**config.mk**
```make
export PLATFORM = sky130hd
export DESIGN_NAME = b36tok_ctrl
export DESIGN_NICKNAME = d
export VERILOG_FILES = /design/src/hw/rtl/b36tok_pkg.sv /design/src/hw/rtl/b36tok_ctrl.sv
export SDC_FILE = /design/constraint.sdc
export NUM_CORES = 1
export LEC_CHECK = 0
export ABC_AREA = 0
export BUFFER_PORTS_ARGS = -buffer_cell sky130_fd_sc_hd__buf_2
export CORE_AREA = 2 2 39 41
export CTS_CLUSTER_SIZE = 28
export DETAILED_ROUTE_END_ITERATION = 10
export DIE_AREA = 0 0 41 43
export GPL_TIMING_DRIVEN = 0
export PLACE_DENSITY_LB_ADDON = 0.08
export RECOVER_POWER = 25
export SLEW_MARGIN = 20
export SYNTH_ARGS = -nofsm -noshare
export SYNTH_HDL_FRONTEND = slang
export SYNTH_SLANG_ARGS = --single-unit
export TNS_END_PERCENT = 1
```
**constraint.sdc**
```tcl
create_clock -name clk -period 2.5 [get_ports clk]
set_clock_uncertainty 0.2 [all_clocks]
set_input_delay 0.25 -clock clk [delete_from_list [all_inputs] [get_ports clk]]
set_output_delay 0.25 -clock clk [all_outputs]
set_load 0.05 [all_outputs]
```
**src/hw/rtl/b36tok_pkg.sv**
```systemverilog
// ----------------------------------------------------------------------------
// b36tok_pkg
// shared types, constants and the digit glyph lookup for the base-36 token
// encoder
// ----------------------------------------------------------------------------
package b36tok_pkg;

  localparam int unsigned IdentW   = 32;
  localparam int unsigned CharW    = 7;
  localparam int unsigned DigitW   = 6;
  localparam int unsigned Slots    = 7;
  localparam int unsigned CntW     = 3;
  localparam int unsigned MulInW   = 30;
  localparam int unsigned ProdW    = 60;
  localparam int unsigned QuotW    = 27;

  localparam logic [IdentW-1:0] TokenOffset  = 32'd56;
  localparam logic [DigitW-1:0] TokenRadix   = 6'd36;
  localparam logic [CharW-1:0]  TokenVersion = 7'h31;
  // ceil(2^33 / 9): (x * Recip9) >> 33 == x / 9 for any 30-bit x
  localparam logic [MulInW-1:0] Recip9       = 30'h38E38E39;
  localparam int unsigned       Recip9Shift  = 33;

  typedef enum logic [2:0] {
    ST_IDLE,
    ST_MUL,
    ST_FIX,
    ST_VER,
    ST_DIG
  } state_t;

  typedef struct packed {
    logic load;      // capture ident and seed the working value
    logic mul;       // register the reciprocal product
    logic fix;       // form quotient and remainder, store the digit
    logic emit_ver;  // present the version character
    logic emit_dig;  // present the digit at the read pointer
    logic step_out;  // digit beat taken, move the read pointer down
  } dp_cmd_t;

  typedef struct packed {
    logic conv_done; // valid in ST_FIX: this digit is the last one
    logic last_dig;  // read pointer sits on the least significant digit
  } dp_sts_t;

  function automatic logic [CharW-1:0] glyph(input logic [DigitW-1:0] d);
    logic [CharW-1:0] code;
    if (d < 6'd10) begin
      code = 7'd48 + {1'b0, d};
    end else if (d < TokenRadix) begin
      code = 7'd87 + {1'b0, d};
    end else begin
      code = 7'd48;
    end
    return code;
  endfunction

endpackage

```
**src/hw/rtl/b36tok_ctrl.sv**
```systemverilog
// ----------------------------------------------------------------------------
// b36tok_ctrl
// sequencer: accept, divide-by-36 loop, then one beat per character
// ----------------------------------------------------------------------------
module b36tok_ctrl (
  input  logic                clk,
  input  logic                rst_n,
  input  logic                in_tvalid,
  output logic                in_tready,
  output logic                out_tvalid,
  input  logic                out_tready,
  output b36tok_pkg::dp_cmd_t cmd,
  input  b36tok_pkg::dp_sts_t sts
);

  b36tok_pkg::state_t state_r, state_nxt;

  always_ff @(posedge clk) begin
    if (!rst_n) begin
      state_r <= b36tok_pkg::ST_IDLE;
    end else begin
      state_r <= state_nxt;
    end
  end

  always_comb begin
    state_nxt  = state_r;
    cmd        = '0;
    in_tready  = 1'b0;
    out_tvalid = 1'b0;
    case (state_r)
      b36tok_pkg::ST_IDLE: begin
        in_tready = 1'b1;
        if (in_tvalid) begin
          cmd.load  = 1'b1;
          state_nxt = b36tok_pkg::ST_MUL;
        end
      end
      b36tok_pkg::ST_MUL: begin
        cmd.mul   = 1'b1;
        state_nxt = b36tok_pkg::ST_FIX;
      end
      b36tok_pkg::ST_FIX: begin
        cmd.fix = 1'b1;
        if (sts.conv_done) begin
          state_nxt = b36tok_pkg::ST_VER;
        end else begin
          state_nxt = b36tok_pkg::ST_MUL;
        end
      end
      b36tok_pkg::ST_VER: begin
        out_tvalid   = 1'b1;
        cmd.emit_ver = 1'b1;
        if (out_tready) begin
          state_nxt = b36tok_pkg::ST_DIG;
        end
      end
      b36tok_pkg::ST_DIG: begin
        out_tvalid   = 1'b1;
        cmd.emit_dig = 1'b1;
        if (out_tready) begin
          cmd.step_out = 1'b1;
          if (sts.last_dig) begin
            state_nxt = b36tok_pkg::ST_IDLE;
          end
        end
      end
      default: begin
        state_nxt = b36tok_pkg::ST_IDLE;
      end
    endcase
  end

  a_accept_starts_div: assert property (@(posedge clk) disable iff (!rst_n)
    (in_tvalid && in_tready) |=> (state_r == b36tok_pkg::ST_MUL))
    else $error("accepted ident did not start the division loop");

  a_no_overlap: assert property (@(posedge clk) disable iff (!rst_n)
    !(in_tready && out_tvalid))
    else $error("input taken while a token is being sent");

  a_last_beat_idles: assert property (@(posedge clk) disable iff (!rst_n)
    (out_tvalid && out_tready && cmd.emit_dig && sts.last_dig)
      |=> (state_r == b36tok_pkg::ST_IDLE))
    else $error("final character did not return to idle");

endmodule

```
---- Word-level counts from Yosys, hierarchy flattened ----
Cells that the tools add are included.
word-level totals
  logic and storage cells ................. 27
  flip-flop bits (word level) ............. 3
  output and inout bits ................... 8
cells by class
  mux-type cells .......................... 15
  reduce and logical (&&, ||, !) cells .... 3
  equality and inequality tests ........... 8
operator list
  cell                                                             number
  3-bit one-hot mux with 5 select lines                            1
  3-bit two-way mux                                                4
  1-bit two-way mux                                                8
  2-bit != test, second input constant                             4
  3-bit by 2-bit == test with 1-bit output, second input constant  2
  2-bit two-way mux                                                2
  4-bit AND reduction                                              1
  3-bit by 1-bit == test with 1-bit output, second input constant  1
  3-bit == test, second input constant                             1
  3-bit zero test                                                  1
  2-bit OR reduction                                               1

---- Longest topological paths before layout ----
  depth after elaboration ................. 3
  mapped depth ............................ 4

---- Least setup slack after synthesis ----
No wires, ideal clock.
  kind .................................... register to output
  from .................................... register state_r[0]
  to ...................................... output cmd[5] in the netlist's numbering
  path buffers ............................ 1
  stages on the path, launching flop included .. 4
  path slack .............................. -0.056 ns
  data arrival time ....................... 2.106 ns
  cells stage by stage .................... dfxtp_1 buf_4 nor3_1 and2_1
RTL lines
  element                 line               text
  start, declared         b36tok_ctrl.sv:16  b36tok_pkg::state_t state_r, state_nxt;
  start signal, assigned  b36tok_ctrl.sv:20  state_r <= b36tok_pkg::ST_IDLE;
  start signal, assigned  b36tok_ctrl.sv:22  state_r <= state_nxt;
  end, declared           b36tok_ctrl.sv:12  output b36tok_pkg::dp_cmd_t cmd,

---- Worst setup path in the final report ----
  from .................................... register state_r[0]
  to ...................................... output out_tvalid
on the way
  word-level cells in the longest chain between the ends .. 3
ends and longest elaborated chain
  element                                                                    line               text
  3-bit == test or 3-bit by 2-bit == test with 1-bit output (tied branches)  b36tok_ctrl.sv:31  case (state_r)
  2-bit OR reduction (no source line) (*)                                    --
  1-bit two-way mux (*)                                                      b36tok_ctrl.sv:31
  end, declared                                                              b36tok_ctrl.sv:10  output logic out_tvalid,
Every way passes the cells marked *; elsewhere a longest branch is shown, timed or not.

==> run metrics <==
status=completed; Synth Register Bits=3; ANT cells=0; drt drc=0; initial antenna violation count=0; design area=323 um^2; RSZ-0062 raised after global routing=false; setup violators final=0; Synth cell types=15; CTS tree=built; hpwl dp=454 um; Die Area=0.00176 mm^2; Max-Cap Viols=0; Net Sw Frac=0.400; Synth Cell Area=210 um^2; WL met2=291 um; Vias/cell=3.90; multiplexer share of the synthesized area=0; # hold bufs at CTS=0; CTS Sinks=3; H-Tree Depth=1; GPL Wtd Cong=0.685; WL met3=39 um; Nets=51; Synth Area in Adders=0; DRT Pass-1 Iters=3; GRT Residual Overflow=0; Final Util=0.233; Root Buffer=clkbuf_4; Ys Warns=0; Leak=0.165 nW; syn_area_per_cell=7.79 um^2; Ports=14; Port Buffers=13; Final Max Tran Viols=0; pwr/cell area=717 mW/mm^2; Min-Delay Path Class=primary input to register; number of global-route vias before repair=251; post-synthesis xor/xnor area fraction=0; Internal=0.000139 W; Register-to-Register Path Depth=4; simple logic cell fraction of the synthesized area=0.476; FILL cells=153; Clock Power Share=0.357; Die Height=43 um; largest family of logic cells by synthesized area=simple AND/OR/NAND/NOR gates; Reg power frac=0.241; Synth Area in Compound Gates=0.167; # rows=14; die width=41 um; final wirelength=580 um; Crit Path Class=register to primary output; Initial Util=0.152; hold depth=3; core area=0.00138 mm^2; Yosys top cell area share=0.286; Worst EP required=2050 ps; Post-synth top cells=dfxtp_1 (3), nand2b_1 (3), nor2_1 (3); Post-Syn Instances=27; post-route insts no fill=60; Clock Tree Buf Depth=2; largest reg by FF count=state_r; DR top layer=met3; maximum clock rate=507 MHz; CP arrival=1520 ps; post-route minimum period=1970 ps; Routed met1 length=249 um; Post-Place Cells=56; first-pass GRT wire length=979 um; Rel. slew slack=0.765; Regs by FF count=state_r (3); CP Max Fanout=9; max reg flops=3; post-synth net total=33; peak supply drop=191 uV; top post-synthesis cells by area=dfxtp_1 (29%), nand2b_1 (8.9%), and3b_1 (8.3%); final worst path period share=0.789; Psw=0.0000927 W; worst skew pair latency=230 ps; setup total negative slack=0 ps; Layout area overhead=53.6%; Final Hold Viols=0; Synth Flop Type=dfxtp_1; fraction of registers with async set/reset=0; register area=60.1 um^2; Post-synth EDFFs=0; Routed Antenna Nets=0; average wire per standard cell=9.67 um; all-layer global routing usage=0.0832; min setup slack post-route=526 ps; Num CTS Buffers=3; area taken by multi-input logic gates=140 um^2; area leader, netlist=dfxtp_1; postcts setup bufs=0; placed cell area=300 um^2; Worst-Margin Slew=352 ps; clk slew on worst S/H paths=40 ps; Crit. End Element=primary output; Setup WS pre-CTS=917 ps; post-CTS sizing=0; initial DRC count=1; share of cells above drive strength 1=0.409; startpoint types=register; Combinational Power Share=0.403; largest net degree at the start of global routing=11; Seq/Total Area, Yosys=0.286; vias=234
-- per-stage QoR --
step,hold slack (ps),power [W]
after floorplan,170,0.000130
after global placement,296,0.000151
after detailed placement,297,0.000152
after CTS,52.2,0.000239
after global routing,65.1,0.000246
final,61.9,0.000232
-- cell usage in the layout, fill, tap and decap left out, drive strengths merged --
cell type  Yosys  final
and3           1      1
o21bai         1      1
clkbuf         0      5
and2           2      2
a32oi          1      1
or2            1      1
and3b          2      2
nor3           1      1
o41ai          1      1
nor3b          2      2
nor2           3      3
dfxtp          3      3
nand2b         3      3
nand2          2      2
a21oi          2      2
buf            2     14
-- worst max-delay path, cell delays in order (launching register included) --
cell and delay [ps]:
dfxtp_1 290, clkbuf_1 290, nor2_1 130, and2_1 180, or2_1 190, buf_2 210
-- area by class of cell --
class	count	area share
multi-input cells	22	0.434
repair buffers	13	0.202
flip-flops and latches	3	0.186
plain buffers	2	0.0349
well taps	16	0.0620
clock buffers	4	0.0814
-- power by group through the flow --
stage	combinational, W	clock [W]	sequential [W]
after floorplan	0.0000740	0	0.0000556
after global placement	0.0000945	0	0.0000565
after detailed placement	0.0000953	0	0.0000568
after CTS	0.0000953	0.0000876	0.0000560
after global routing	0.0000991	0.0000903	0.0000565
final	0.0000933	0.0000826	0.0000557
-- metal layers --
metal | GRT usage | vias up
met1 | 0.0833 | 96
met4 | 0.0400 | 0
met2 | 0.138 | 9
li1 | - | 129
met5 | 0 | -
met3 | 0.0366 | 0
-- path summary, 6_finish.rpt --
path                    from    endpoint  slack (ps)
setup / recovery  state_r[0]  out_tvalid         530
hold / removal         rst_n  state_r[2]          60
setup reg to reg  state_r[0]  state_r[2]        1200
hold reg to reg   state_r[1]  state_r[0]         420
-- cell families (layout without fill, tap and decap cells) --
logic type | after synthesis | count (layout)
simple gates | 17 | 17
compound gates | 5 | 5
flops | 3 | 3
buf+inv | 2 | 19
No activity file was read; power rests on OpenSTA's default activity.
